===== config.mk =====
export PLATFORM = sky130hd
export DESIGN_NAME = priority_round_robin_scheduler
export DESIGN_NICKNAME = d
export VERILOG_FILES = /design/src/rtl/prrs_pkg.sv /design/src/rtl/prrs_pick_level.sv /design/src/rtl/priority_round_robin_scheduler.sv
export SDC_FILE = /design/constraint.sdc
export NUM_CORES = 1
export LEC_CHECK = 0
export BUFFER_PORTS_ARGS = -buffer_cell sky130_fd_sc_hd__buf_2
export CORE_MARGIN = 5
export CORE_UTILIZATION = 57
export DETAILED_ROUTE_END_ITERATION = 10
export GPL_ROUTABILITY_DRIVEN = 1
export PLACE_DENSITY_LB_ADDON = 0.1
export SYNTH_ARGS = -nofsm -noshare
export SYNTH_HDL_FRONTEND = slang
export SYNTH_HIERARCHICAL = 1
export SYNTH_SLANG_ARGS = --single-unit

===== constraint.sdc =====
create_clock -name aclk -period 4.9 [get_ports aclk]
set_input_delay 0.735 -clock aclk [delete_from_list [all_inputs] [get_ports aclk]]
set_output_delay 0.735 -clock aclk [all_outputs]
set_load 0.02 [all_outputs]

===== src/rtl/prrs_pkg.sv =====
`default_nettype none
// ----------------------------------------------------------------------------
// prrs_pkg
// Shared types, codes and defaults for the priority round-robin scheduler.
// ----------------------------------------------------------------------------
package prrs_pkg;

    localparam int NUM_LEVELS_DEF = 8;
    localparam int MAX_PROCS_DEF  = 64;

    // Fixed field widths of the transfer payloads
    localparam int CMD_W    = 1;
    localparam int PID_W    = 6;
    localparam int PRIO_W   = 3;
    localparam int STATUS_W = 2;

    // Level index width wide enough for the largest supported level count
    localparam int LVL_MAX_W = 5;

    localparam logic [CMD_W-1:0] CMD_ENQUEUE = 1'b0;
    localparam logic [CMD_W-1:0] CMD_RESCHED = 1'b1;

    localparam logic [STATUS_W-1:0] ST_DONE    = 2'd0;
    localparam logic [STATUS_W-1:0] ST_REFUSED = 2'd1;
    localparam logic [STATUS_W-1:0] ST_NONE    = 2'd2;

    typedef struct packed {
        logic [CMD_W-1:0]  command;
        logic [PID_W-1:0]  process_id;
        logic [PRIO_W-1:0] priority_req;
        logic              ready_req;
    } in_item_t;

    typedef struct packed {
        logic [STATUS_W-1:0] status;
        logic [PID_W-1:0]    running_id;
        logic                running_valid;
    } out_item_t;

    typedef struct packed {
        logic                 found;
        logic [LVL_MAX_W-1:0] level;
    } pick_t;

endpackage : prrs_pkg
`default_nettype wire


===== src/rtl/prrs_pick_level.sv =====
`default_nettype none
// ----------------------------------------------------------------------------
// prrs_pick_level
// Priority encoder: highest non-empty priority level.
// ----------------------------------------------------------------------------
module prrs_pick_level #(
    parameter int NUM_LEVELS = prrs_pkg::NUM_LEVELS_DEF
) (
    input  wire logic [NUM_LEVELS-1:0] nonempty,
    output prrs_pkg::pick_t            pick
);
    import prrs_pkg::*;

    always_comb begin
        pick.found = 1'b0;
        pick.level = '0;
        // ascending scan, the last set bit wins
        for (int i = 0; i < NUM_LEVELS; i++) begin
            if (nonempty[i]) begin
                pick.found = 1'b1;
                pick.level = LVL_MAX_W'(i);
            end
        end
    end

endmodule : prrs_pick_level
`default_nettype wire


===== src/rtl/priority_round_robin_scheduler.sv =====
`default_nettype none
// ----------------------------------------------------------------------------
// priority_round_robin_scheduler
// Multilevel priority FIFO scheduler; queue links kept in a synchronous RAM.
// ----------------------------------------------------------------------------
// Enqueue: result valid the cycle after the input transfer; one item per cycle
// while results are taken. Reschedule: result loaded in S_POP, or in S_LINK
// when the popped head has a successor (link RAM read of the new head).
// A reschedule may be taken while a result waits; an enqueue needs the
// result register free. Reset clears queues, flags and the running process.
// ----------------------------------------------------------------------------
module priority_round_robin_scheduler #(
    parameter int NUM_LEVELS = prrs_pkg::NUM_LEVELS_DEF,
    parameter int MAX_PROCS  = prrs_pkg::MAX_PROCS_DEF
) (
    input  wire logic                aclk,
    input  wire logic                aresetn,
    input  wire logic                s_valid,
    output logic                     s_ready,
    input  wire prrs_pkg::in_item_t  s_payload,
    output logic                     m_valid,
    input  wire logic                m_ready,
    output prrs_pkg::out_item_t      m_payload
);
    import prrs_pkg::*;

    localparam int LW = $clog2(NUM_LEVELS);
    localparam int PW = $clog2(MAX_PROCS);

    localparam logic [1:0] S_IDLE = 2'd0;
    localparam logic [1:0] S_POP  = 2'd1;
    localparam logic [1:0] S_LINK = 2'd2;

    logic [1:0]            state_reg;
    logic [NUM_LEVELS-1:0] nonempty_reg;
    logic [MAX_PROCS-1:0]  queued_reg;
    logic [PW-1:0]         head_reg [NUM_LEVELS];
    logic [PW-1:0]         tail_reg [NUM_LEVELS];
    logic [PW-1:0]         cur_reg;
    logic                  cur_valid_reg;
    logic [LW-1:0]         pop_lvl_reg;
    logic                  m_valid_reg;
    out_item_t             m_payload_reg;

    logic [PW-1:0]         link_mem [MAX_PROCS];
    logic [PW-1:0]         link_rdata_reg;

    pick_t                 pick;
    logic [LW-1:0]         pop_lvl;
    logic                  accept;
    logic                  out_free;
    logic                  is_resched;
    logic [LW-1:0]         lvl_in;
    logic                  lvl_ok;
    logic                  pid_ok;
    logic [PW-1:0]         enq_pid;
    logic                  enq_ok;
    logic                  enq_do;
    logic [LW-1:0]         tail_idx;
    logic [PW-1:0]         tail_rd;
    logic [PW-1:0]         head_rd;
    logic                  link_we;
    logic                  link_re;
    logic                  out_load;
    out_item_t             m_payload_next;

    prrs_pick_level #(
        .NUM_LEVELS(NUM_LEVELS)
    ) u_pick (
        .nonempty(nonempty_reg),
        .pick    (pick)
    );

    assign pop_lvl    = LW'(pick.level);
    assign out_free   = !m_valid_reg || m_ready;
    assign is_resched = (s_payload.command == CMD_RESCHED);
    assign s_ready    = (state_reg == S_IDLE) && (out_free || is_resched);
    assign accept     = s_valid && s_ready;

    assign lvl_in  = LW'(s_payload.priority_req);
    assign lvl_ok  = 32'(s_payload.priority_req) < NUM_LEVELS;
    assign pid_ok  = is_resched || (32'(s_payload.process_id) < MAX_PROCS);
    assign enq_pid = is_resched ? cur_reg : PW'(s_payload.process_id);

    always_comb begin
        enq_ok = 1'b0;
        if (s_payload.ready_req && lvl_ok && pid_ok) begin
            enq_ok = !queued_reg[enq_pid];
        end
    end

    // reschedule re-enqueues the running process only when one is running
    assign enq_do = accept && enq_ok && (!is_resched || cur_valid_reg);

    // one tail read port: requested level on transfer, picked level on pop
    assign tail_idx = (state_reg == S_POP) ? pop_lvl : lvl_in;
    assign tail_rd  = tail_reg[tail_idx];
    assign head_rd  = head_reg[pop_lvl];

    assign link_we = enq_do && nonempty_reg[lvl_in];
    assign link_re = (state_reg == S_POP) && out_free && pick.found && (head_rd != tail_rd);

    always_ff @(posedge aclk) begin
        if (link_we) begin
            link_mem[tail_rd] <= enq_pid;
        end
        if (link_re) begin
            link_rdata_reg <= link_mem[head_rd];
        end
    end

    always_comb begin
        out_load                     = 1'b0;
        m_payload_next.status        = ST_DONE;
        m_payload_next.running_id    = PID_W'(cur_reg);
        m_payload_next.running_valid = cur_valid_reg;
        unique case (state_reg)
            S_IDLE: begin
                if (accept && !is_resched) begin
                    out_load              = 1'b1;
                    m_payload_next.status = enq_ok ? ST_DONE : ST_REFUSED;
                end
            end
            S_POP: begin
                if (out_free) begin
                    if (!pick.found) begin
                        out_load                     = 1'b1;
                        m_payload_next.status        = ST_NONE;
                        m_payload_next.running_id    = '0;
                        m_payload_next.running_valid = 1'b0;
                    end else if (head_rd == tail_rd) begin
                        out_load                     = 1'b1;
                        m_payload_next.running_id    = PID_W'(head_rd);
                        m_payload_next.running_valid = 1'b1;
                    end
                end
            end
            S_LINK: begin
                out_load = 1'b1;
            end
            default: begin
                out_load = 1'b0;
            end
        endcase
    end

    always_ff @(posedge aclk) begin
        if (!aresetn) begin
            state_reg     <= S_IDLE;
            nonempty_reg  <= '0;
            queued_reg    <= '0;
            cur_reg       <= '0;
            cur_valid_reg <= 1'b0;
            pop_lvl_reg   <= '0;
            m_valid_reg   <= 1'b0;
            for (int i = 0; i < NUM_LEVELS; i++) begin
                head_reg[i] <= '0;
                tail_reg[i] <= '0;
            end
        end else begin
            if (out_load) begin
                m_valid_reg <= 1'b1;
            end else if (m_ready) begin
                m_valid_reg <= 1'b0;
            end
            unique case (state_reg)
                S_IDLE: begin
                    if (enq_do) begin
                        queued_reg[enq_pid] <= 1'b1;
                        tail_reg[lvl_in]    <= enq_pid;
                        if (!nonempty_reg[lvl_in]) begin
                            head_reg[lvl_in]     <= enq_pid;
                            nonempty_reg[lvl_in] <= 1'b1;
                        end
                    end
                    if (accept && is_resched) begin
                        state_reg <= S_POP;
                    end
                end
                S_POP: begin
                    if (out_free) begin
                        if (!pick.found) begin
                            cur_reg       <= '0;
                            cur_valid_reg <= 1'b0;
                            state_reg     <= S_IDLE;
                        end else begin
                            queued_reg[head_rd] <= 1'b0;
                            cur_reg             <= head_rd;
                            cur_valid_reg       <= 1'b1;
                            if (head_rd == tail_rd) begin
                                // last entry leaves the level
                                nonempty_reg[pop_lvl] <= 1'b0;
                                head_reg[pop_lvl]     <= '0;
                                tail_reg[pop_lvl]     <= '0;
                                state_reg             <= S_IDLE;
                            end else begin
                                pop_lvl_reg <= pop_lvl;
                                state_reg   <= S_LINK;
                            end
                        end
                    end
                end
                S_LINK: begin
                    head_reg[pop_lvl_reg] <= link_rdata_reg;
                    state_reg             <= S_IDLE;
                end
                default: begin
                    state_reg <= S_IDLE;
                end
            endcase
        end
    end

    always_ff @(posedge aclk) begin
        if (out_load) begin
            m_payload_reg <= m_payload_next;
        end
    end

    assign m_valid   = m_valid_reg;
    assign m_payload = m_payload_reg;

    // no new transfer while a reschedule is in flight
    a_busy_no_accept: assert property (@(posedge aclk) disable iff (!aresetn)
        (state_reg != S_IDLE) |-> !s_ready)
        else $error("input accepted while a reschedule is in flight");

    // the link stage always finds the result register empty
    a_link_out_free: assert property (@(posedge aclk) disable iff (!aresetn)
        (state_reg == S_LINK) |-> !m_valid_reg)
        else $error("result register busy during head update");

    // nothing runnable leaves no running process
    a_none_idle: assert property (@(posedge aclk) disable iff (!aresetn)
        (m_valid_reg && (m_payload_reg.status == ST_NONE)) |->
            (!m_payload_reg.running_valid && !cur_valid_reg))
        else $error("running process reported with nothing runnable");

endmodule : priority_round_robin_scheduler
`default_nettype wire

==> results of run 1 <==
[worst min path at each step]
| stage | startpoint | to | slack (ps) |
|---|---|---|---|
| after floorplan | queued_reg[30]$_SDFFE_PN0P_ | queued_reg[30]$_SDFFE_PN0P_ | 430 |
| after global placement | queued_reg[14]$_SDFFE_PN0P_ | queued_reg[14]$_SDFFE_PN0P_ | 450 |
| after detailed placement | queued_reg[12]$_SDFFE_PN0P_ | queued_reg[12]$_SDFFE_PN0P_ | 460 |
| after CTS | queued_reg[43]$_SDFFE_PN0P_ | queued_reg[43]$_SDFFE_PN0P_ | 480 |
| after global routing | queued_reg[63]$_SDFFE_PN0P_ | queued_reg[63]$_SDFFE_PN0P_ | 500 |
| final | queued_reg[50]$_SDFFE_PN0P_ | queued_reg[50]$_SDFFE_PN0P_ | 480 |
[repair_timing]
action | 4_1_cts | 5_1_grt
buffers inserted | 0 | 7
setup endpoints to repair | 0 | 30
gates resized for setup | 0 | 5
[per-stage QoR]
step | util [%] | area (sq um) | hold slack, ps | instances
detailed placement | 60.9 | 26800 | 461 | 2592
finish | 65.5 | 28800 | 476 | 2708
global route | 65.5 | 28800 | 497 | 2707
CTS | 65.3 | 28700 | 475 | 2700
global placement | 60.9 | 26800 | 452 | 2592
floorplan | - | 25200 | 431 | 1965
[metal layers]
metal	GRT usage, %	share of wire (%)	up-vias
met5	0	0	-
met4	12.0	4.3	0
met3	5.80	9.9	212
met2	50.4	48	1093
met1	40.6	38	8952
li1	-	-	7928
[cell usage in the layout (no fill, tap or decap), drive strengths merged, types with 9 or more instances in the layout]
cell type	instances
edfxtp	495
buf	196
nor2	192
nand2	148
a22oi	93
o21ai	88
a31oi	88
dfxtp	85
nor3	73
clkbuf	73
nor4	57
mux2i	54
a21oi	52
a211oi	38
inv	29
clkinv	26
nor2b	23
a221oi	23
mux4	19
nand3	18
nor3b	15
nand2b	13
o31ai	13
a222oi	12
a22o	12
mux2	11
nand4	11
a41oi	11
or2	9
o2bb2ai	9
[critical path, stage by stage (launching register included)]
cell	delay [ps]
dfxtp_1	390
nor2_1	100
o31ai_4	390
buf_4	370
mux4_2	620
mux2i_4	350
nor3_2	100
buf_4	210
buf_4	230
a22oi_1	220
a41oi_1	250
nor4_1	750
nand3_1	300
[power by group]
| group | leakage (nW) | internal, mW | switching (mW) |
|---|---|---|---|
| Combinational | 3.12 | 0.343 | 0.795 |
| Clock | 0.933 | 2.62 | 1.89 |
| Sequential | 5.37 | 5.40 | 0.0188 |
| Total | 9.41 | 8.36 | 2.71 |
[final cells by class]
class                      count  area share (%)
sequential                   580            57.6
multi-input combinational   1202            27.7
clock buffer                  73            5.31
timing repair buffer         196            5.12
tap                          592            2.58
clock inverter                35            1.35
inverter                      29           0.378
antenna                        1         0.00870
==> summary.txt, run 1 <==
Total track usage: 30.6%
Die Width: 220 um
GP Congestion: 0.944
Sum Neg Setup Slack: 0 ps
Sinks on the clock net: 580
Peak VDD IR: 0.000353 V
Layout cell share with drive strength beyond 1: 17.6%
Final setup margin: 247 ps
Clock Latency Late Sink: 640 ps
Fillers: 3266
Setup crit start: nonempty_reg[2]$_SDFFE_PN0P_
Hold Path Stages: 2
Total Wirelength: 74000 um
Footprint of the multi-input gates: 7960 sq um
Worst slew margin: 33.1%
Core area: 43900 sq um
Outcome: finished clean
Via count: 18200
Worst path arrival time: 4950 ps
Fin crit share: 95.0%
Total power: 11.1 mW
Pre-CTS setup slack: 131 ps
Syn avg cell area: 12.8 sq um
WS Path Type: flop to flop
R2r setup slk: 250 ps
Die ar.: 48500 sq um
Static leakage: 9.41 nW
Clock root cell: clkbuf_16
Buffers on Ports: 25
Cell Area, Synth: 25200 sq um
Clock buffer depth: 3
Vias per std cell: 6.72
End point of the critical path: link_rdata_reg[2]$_DFFE_PP_
Max reg flops: 384
Setup Viol. Count Final: 0
Highest Clock Rate: 215 MHz
Vias in the first global route: 17600
H-tree depth: 2
Detailed-route DRC error count: 0
GRT overflow: 0
First-pass GRT wire length: 111000 um
Tightest Hold Check Type: flop to flop
Synth Instances: 1965
Row cnt: 77
HPWL after DPL: 49000 um
Nature of the critical path startpoint: flop
Initial Utilization: 57.3%
Max-Cap Viols: 0
Drt pass-1 iters: 6
DRC violation total after the first TritonRoute iteration: 2330
Worst-path clk slew: 60 ps
Pwr dens: 385 nW/um^2
CP Capture Type: flop
Largest net degree at the start of global routing: 81
Reg2reg start: nonempty_reg[2]$_SDFFE_PN0P_
Post-synth net total: 1980
R2R cell count: 12
Worst-path fanout max: 17
IO Count: 26
Tmin final: 4650 ps
Initial antenna violation count: 1
Post-CTS Hold Buffers: 0
Die Y-Extent: 220 um
Reg area: 16600 sq um
Fin nets: 2081
Clk_skew: 31.1 ps
Worst slew pin tran: 999 ps
Critical Path RT: 5190 ps
CTS tree: yes
Cts bufs inserted: 57
RSZ-0062 raised after global routing: false
Final ANT Viol Nets: 0
Detailed-route wire length per cell: 27.3 um
Final Hold Vio Count: 0
Ys Warns: 6
Layout area overhead: 14.2%
Reg-to-Reg End: link_rdata_reg[2]$_DFFE_PP_
Final slew viol count: 0
No activity file was read; power rests on OpenSTA's default activity.
==> run 2: changes to the inputs <==
--- a/config.mk
+++ b/config.mk
@@ -10,7 +10,9 @@
 export CORE_UTILIZATION = 57
 export DETAILED_ROUTE_END_ITERATION = 10
 export GPL_ROUTABILITY_DRIVEN = 1
+export MAX_ROUTING_LAYER = met4
 export PLACE_DENSITY_LB_ADDON = 0.1
+export SLEW_MARGIN = 20
 export SYNTH_ARGS = -nofsm -noshare
 export SYNTH_HDL_FRONTEND = slang
 export SYNTH_HIERARCHICAL = 1
==> run 2 against run 1 <==
Die area is the same. Clock power is 4% lower. Total power down 1.6%. Critical path type unchanged. Utilization shrank 0.26 points. Non-clock buffer count is 6 lower. Count of clock-buffer cells in the layout fell by 4. Maximum frequency hardly changed. Via count shrank 0.79%. Combinational power about the same. Sequential power hardly changed. Global-route usage increased by 1.1 points.
==> summary.txt, run 2 (synthesis results as in run 1) <==
Outcome: finished clean
HPWL after DPL: 48800 um (-0.41%)
Commonest non-fill, non-tap cell in the layout: edfxtp_1
End point of the critical path: link_rdata_reg[1]$_DFFE_PP_
Most frequent cells in the layout: edfxtp_1 (495), nor2_1 (185), buf_4 (160)
Final Hold Vio Count: 0 (unchanged)
Worst-path clk slew: 60 ps (about the same)
Initial Utilization: 57.3% (unchanged)
Detailed-route wire length per cell: 27.3 um (+0.15%)
Worst-path cell chain: nor2_1, o31ai_4, buf_4, nor3b_1, o21a_1, or2_2, buf_4, mux2_2, a221oi_1, nor2_1, a221oi_1, o22ai_1, or4_1
Static leakage: 9.35 nW (-0.71%)
Reg2reg start: nonempty_reg[2]$_SDFFE_PN0P_
Clk_skew: 36.5 ps (+5.40 ps)
IO Count: 26 (unchanged)
Post-CTS setup buffer count: 0 (unchanged)
Worst slew margin: 25.2% (-7.9 points)
Largest net degree at the start of global routing: 82 (+1.2%)
Final hold slack: 474 ps (-2.03 ps)
Worst hold start: queued_reg[36]$_SDFFE_PN0P_
Tightest Hold Check Type: flop to flop
Nature of the critical path startpoint: flop
Logic gate share of total power: 10.3% (about the same)
R2R cell count: 13 (+1)
Slowest Stage Delay on Critical Path: 620 ps (-130 ps)
Cts bufs inserted: 57 (unchanged)
Peak VDD IR: 0.000364 V (+3.1%)
GRT overflow: 0 (unchanged)
Die Y-Extent: 220 um (unchanged)
Row cnt: 77 (unchanged)
Initial antenna violation count: 1 (unchanged)
RSZ-0062 raised after global routing: false
Total Wirelength: 73900 um (about the same)
CP Capture Type: flop
Reg-to-Reg End: link_rdata_reg[1]$_DFFE_PP_
Sw Pwr: 2.70 mW (-0.44%)
Fin nets: 2075 (-0.29%)
Setup crit start: nonempty_reg[2]$_SDFFE_PN0P_
Highest Clock Rate: 215 MHz (about the same)
Layout area overhead: 13.7%
WS Path Type: flop to flop
Clk network pwr share: 40.0% (-0.8 points)
Worst-path fanout max: 33 (+16)
Max-Cap Viols: 0 (unchanged)
Critical Path RT: 5250 ps (+60 ps)
CTS resizes: 0 (unchanged)
Core area: 43900 sq um (unchanged)
GP Congestion: 0.947 (+0.36%)
Vias per std cell: 6.68 (-0.57%)
Sw frac: 24.8% (+0.29 points)
Die ar.: 48500 sq um (unchanged)
Worst path arrival time: 5010 ps (+60 ps)
R2r setup slk: 240 ps (about the same)
Pwr dens: 380 nW/um^2 (-1.2%)
Die Width: 220 um (unchanged)
Vias in the first global route: 17700 (+0.12%)
Clock buffer depth: 3 (unchanged)
Sum Neg Setup Slack: 0 ps (unchanged)
Clock root cell: clkbuf_16
Clock Latency Late Sink: 640 ps (about the same)
Fillers: 3287 (+0.64%)
Setup Viol. Count Final: 0 (unchanged)
Final slew viol count: 0 (unchanged)
Max reg flops: 384 (unchanged)
Drt pass-1 iters: 8 (+2)
Final ANT Viol Nets: 0 (unchanged)
Fin crit share: 95.0% (about the same)
DRC violation total after the first TritonRoute iteration: 2530 (+8.6%)
Worst slew pin tran: 1120 ps (+118 ps)
CTS tree: yes
Slowest CP cell: or4_1
First-pass GRT wire length: 112000 um (+0.84%)
Buffers on Ports: 25 (unchanged)
Fin util: 65.2% (-0.26 points)
Layout cell share with drive strength beyond 1: 17.5% (-0.092 points)
Detailed-route DRC error count: 0 (unchanged)
P_int: 8.20 mW (-2.0%)
Seq pwr share: 49.7% (+0.8 points)
Post-CTS Hold Buffers: 0 (unchanged)
Tmin final: 4660 ps (+3.44 ps)
Via count: 18000 (-0.79%)
Sinks on the clock net: 580 (unchanged)
H-tree depth: 2 (unchanged)
Total track usage: 31.7% (+1.1 points)
run 2: changes by cell type in the layout (fill, tap and decap cells not counted), sizes merged:
cell,previous run,this run
buf,196,190
bufinv,8,6
clkbuf,73,69
clkinv,26,27
clkinvlp,1,4
inv,29,31
run 2: worst min-delay path by stage:
stage	to	slack (ps)	depth (start not counted)
detailed placement	queued_reg[36]$_SDFFE_PN0P_	460	2
CTS	state_reg[0]$_SDFFE_PN0P_	460	4
finish	queued_reg[36]$_SDFFE_PN0P_	470	2
global placement	queued_reg[13]$_SDFFE_PN0P_	450	2
floorplan	queued_reg[30]$_SDFFE_PN0P_	430	2
global route	queued_reg[13]$_SDFFE_PN0P_	490	2
run 2: cell type report:
type	count	area (sq um)	share of cell area, %
clock buffer	69	1470	5.14
sequential	580	16600	57.8
tap	592	741	2.59
multi-input combinational	1202	7950	27.7
antenna	1	2.50	0.00874
clock inverter	39	384	1.34
inverter	29	109	0.380
timing repair buffer	190	1430	4.98
run 2: power by group through the flow:
stage                     registers [mW]  logic (mW)  clock network, mW
after floorplan                     5.52       0.639                  0
after global placement              5.52        1.08                  0
after detailed placement            5.52        1.09                  0
after CTS                           5.41        1.09               4.41
after global routing                5.41        1.18               4.64
final                               5.41        1.12               4.36
run 2: stage by stage:
stage	setup slack [ps]	std cells	cell area, sq um	total power, mW
final	243	2702	28600	10.9
after global routing	30.0	2702	28600	11.2
after CTS	151	2701	28600	10.9
after detailed placement	43.6	2593	26800	6.61
after global placement	115	2593	26800	6.60
after floorplan	130	1965	25200	6.16
run 2: worst max-delay path, delay by kind of cell, from the launching register on:
family | cells | cell delay, ps
buf+inv | 2 | 880
mux | 1 | 400
flops | 1 | 390
simple gates | 5 | 1480
compound gates | 5 | 1220
run 2: layer usage:
metal | up-vias | global-route usage [%] | routed length [um]
met1 | 8904 | 42.2 | 28700
met4 | 0 | 10.6 | 2560
met3 | 161 | 5.20 | 6900
li1 | 7913 | - | -
met5 | - | - | 0
met2 | 1064 | 50.3 | 35800
==> run 3: changes to the inputs <==
--- a/config.mk
+++ b/config.mk
@@ -5,6 +5,7 @@
 export SDC_FILE = /design/constraint.sdc
 export NUM_CORES = 1
 export LEC_CHECK = 0
+export ABC_AREA = 1
 export BUFFER_PORTS_ARGS = -buffer_cell sky130_fd_sc_hd__buf_2
 export CORE_MARGIN = 5
 export CORE_UTILIZATION = 57
==> run 3 against run 2 <==
Clock power is 1% higher. Combinational power increased by 11%. Maximum frequency rose by 8.9%. Sequential share of layout area increased by 2.1 points. Setup slack improved by 380 ps. Count of clock-buffer cells in the layout increased by 8. Total power is 1.7% higher. Sequential power about the same. Routed wire length down 8.2%. Critical path depth rose by 2. Global-route usage down 2.7 points. Die area fell by 1.1%. Critical endpoint is now link_rdata_reg[3]$_DFFE_PP_. Largest power group unchanged. Highest routed layer unchanged.
==> summary.txt, run 3 <==
Row cnt: 76 (-1.3%)
Total Wirelength: 67800 um (-8.2%)
Fin nets: 2444 (+18%)
Worst-path clk slew: 60 ps (about the same)
Sum Neg Setup Slack: 0 ps (unchanged)
GRT overflow: 0 (unchanged)
Ys Warns: 6 (unchanged)
Layout area overhead: 11.1%
Reg-to-Reg End: link_rdata_reg[3]$_DFFE_PP_
RSZ-0062 raised after global routing: false
Cell Area, Synth: 24900 sq um (-1.2%)
Post-synth net total: 2408 (+22%)
DRC violation total after the first TritonRoute iteration: 2326 (-8.1%)
Post-CTS setup buffer count: 0 (unchanged)
Total track usage: 29.0% (-2.7 points)
Clk_skew: 20.3 ps (-16.2 ps)
Worst slew margin: 32.4% (+7.2 points)
Final slew viol count: 0 (unchanged)
Detailed-route DRC error count: 0 (unchanged)
Vias in the first global route: 17600 (-0.55%)
Max reg flops: 384 (unchanged)
Tightest Hold Check Type: flop to flop
Nature of the critical path startpoint: flop
H-tree depth: 2 (unchanged)
Most used cell, CP: nand2_1
Tmin final: 4280 ps (-381 ps)
CP Capture Type: flop
Setup Viol. Count Final: 0 (unchanged)
Fin crit share: 87.3% (-7.8 points)
Core area: 43200 sq um (-1.7%)
CTS tree: yes
HPWL after DPL: 42300 um (-13%)
Clock buffer depth: 3 (unchanged)
Die ar.: 47900 sq um (-1.1%)
Worst-path fanout max: 29 (-12%)
Synth Instances: 2393 (+22%)
WS Path Type: flop to flop
Commonest non-fill, non-tap cell in the layout: nand2_1
Most frequent cells in the layout: nand2_1 (707), edfxtp_1 (495), nor2_1 (269)
Critical Path RT: 5250 ps (about the same)
Final ANT Viol Nets: 0 (unchanged)
Worst hold start: cur_reg[4]$_SDFFE_PN0P_
Buffers on Ports: 25 (unchanged)
Via count: 18400 (+2.0%)
Syn avg cell area: 10.4 sq um (-19%)
Clock Latency Late Sink: 640 ps (about the same)
Slowest CP cell: inv_1
Fillers: 3485 (+6.0%)
Reg2reg start: nonempty_reg[6]$_SDFFE_PN0P_
Cts bufs inserted: 58 (+1.8%)
Highest Clock Rate: 234 MHz (+8.9%)
Hold Path Stages: 2 (unchanged)
R2r setup slk: 620 ps (+380 ps)
Static leakage: 9.98 nW (+6.8%)
Initial Utilization: 57.6% (+0.31 points)
Peak VDD IR: 0.000335 V (-7.9%)
CTS resizes: 0 (unchanged)
Min-Delay Endpoint: cur_reg[4]$_SDFFE_PN0P_
Pwr dens: 401 nW/um^2 (+5.4%)
Sinks on the clock net: 580 (unchanged)
Worst path arrival time: 4620 ps (-390 ps)
Worst-path cell chain: nor2_1, nand2_1, inv_1, nand2_1, nand2_1, inv_1, nand3_1, inv_1, buf_12, a22oi_1, nand4_1, nand2_1, nand2_1, nor2_1, nand2_1
Drt pass-1 iters: 6 (-2)
Max-Cap Viols: 0 (unchanged)
Clock root cell: clkbuf_16
Die Y-Extent: 219 um (-0.57%)
Post-CTS Hold Buffers: 0 (unchanged)
IO Count: 26 (unchanged)
Initial antenna violation count: 0 (-1)
Largest net degree at the start of global routing: 73 (-11%)
Final Hold Vio Count: 0 (unchanged)
Final hold slack: 486 ps (+12.5 ps)
First-pass GRT wire length: 104000 um (-7.6%)
R2R cell count: 15 (+2)
Detailed-route wire length per cell: 22.1 um (-19%)
GP Congestion: 0.953 (+0.63%)
Slowest Stage Delay on Critical Path: 490 ps (-130 ps)
Vias per std cell: 6.01 (-10%)
Layout cell share with drive strength beyond 1: 9.45% (-8.0 points)
Die Width: 219 um (-0.57%)
Outcome: finished clean
Worst slew pin tran: 1010 ps (-107 ps)
## run 3: cell types whose count changed in the layout (fill, tap and decap cells not counted), sizes merged, moves of 23 or more
cell | previous run | this run
mux2i | 54 | 0
nor2 | 192 | 275
a21oi | 52 | 20
inv | 31 | 108
a211oi | 38 | 7
a31oi | 88 | 64
nor2b | 23 | 0
buf | 190 | 74
nand2 | 148 | 736
a22oi | 93 | 25
nor4 | 57 | 8
nand4 | 11 | 63
nor3 | 73 | 150
nand3 | 18 | 92
## run 3: how the worst max path moves through the flow
| stage | from | end | cells after the start |
|---|---|---|---|
| 2_1_floorplan | s_payload[10] | head_reg[6][0]$_SDFFCE_PN0P_ | 14 |
| 6_report | nonempty_reg[6]$_SDFFE_PN0P_ | link_rdata_reg[3]$_DFFE_PP_ | 15 |
| 4_1_cts | nonempty_reg[2]$_SDFFE_PN0P_ | tail_reg[2][5]$_SDFFCE_PN0P_ | 24 |
| 3_3_place_gp | s_payload[10] | link_mem[55][0]$_DFFE_PP_ | 19 |
| 3_5_place_dp | s_payload[10] | link_mem[55][5]$_DFFE_PP_ | 19 |
| 5_1_grt | nonempty_reg[2]$_SDFFE_PN0P_ | tail_reg[2][0]$_SDFFCE_PN0P_ | 24 |
## run 3: where the power goes
group          total (mW)  switching [mW]  internal [mW]
logic                1.24           0.942          0.295
registers            5.43          0.0145           5.41
clock network        4.41            1.88           2.54
total                11.1            2.83           8.25
## run 3: metrics by stage
stage	utilization (%)	instance area, sq um	cells	total power, mW	worst slack [ps]
finish	64.1	27700	3062	11.1	624
global route	64.1	27700	3061	11.4	211
CTS	64.1	27700	3061	11.1	644
detailed placement	59.7	25800	2954	6.75	283
global placement	59.7	25800	2954	6.74	460
floorplan	-	24900	2393	6.27	1060
## run 3: layout make-up
cell class | instances | area (sq um) | share of cell area, %
antenna | 1 | 2.50 | 0.00905
clock inverter | 30 | 314 | 1.14
inverter | 121 | 454 | 1.64
tap | 585 | 732 | 2.65
clock buffer | 77 | 1590 | 5.73
timing repair buffer | 74 | 568 | 2.05
sequential | 580 | 16600 | 59.9
multi-input combinational | 1594 | 7430 | 26.9
## run 3: critical path: cells and delay by family (launching register included)
kind	cells	cell delay, ps
AOI/OAI and AO/OA	1	260
buffers and inverters	4	1450
DFF	1	350
and+or+nand+nor	10	1910
## run 3: per-layer routing
metal	vias up	track usage (%)	share of wire, %
met5	-	-	0
met1	8819	39.0	40
met3	177	3.67	8.4
met4	0	9.88	3.6
li1	8449	-	-
met2	953	46.3	48
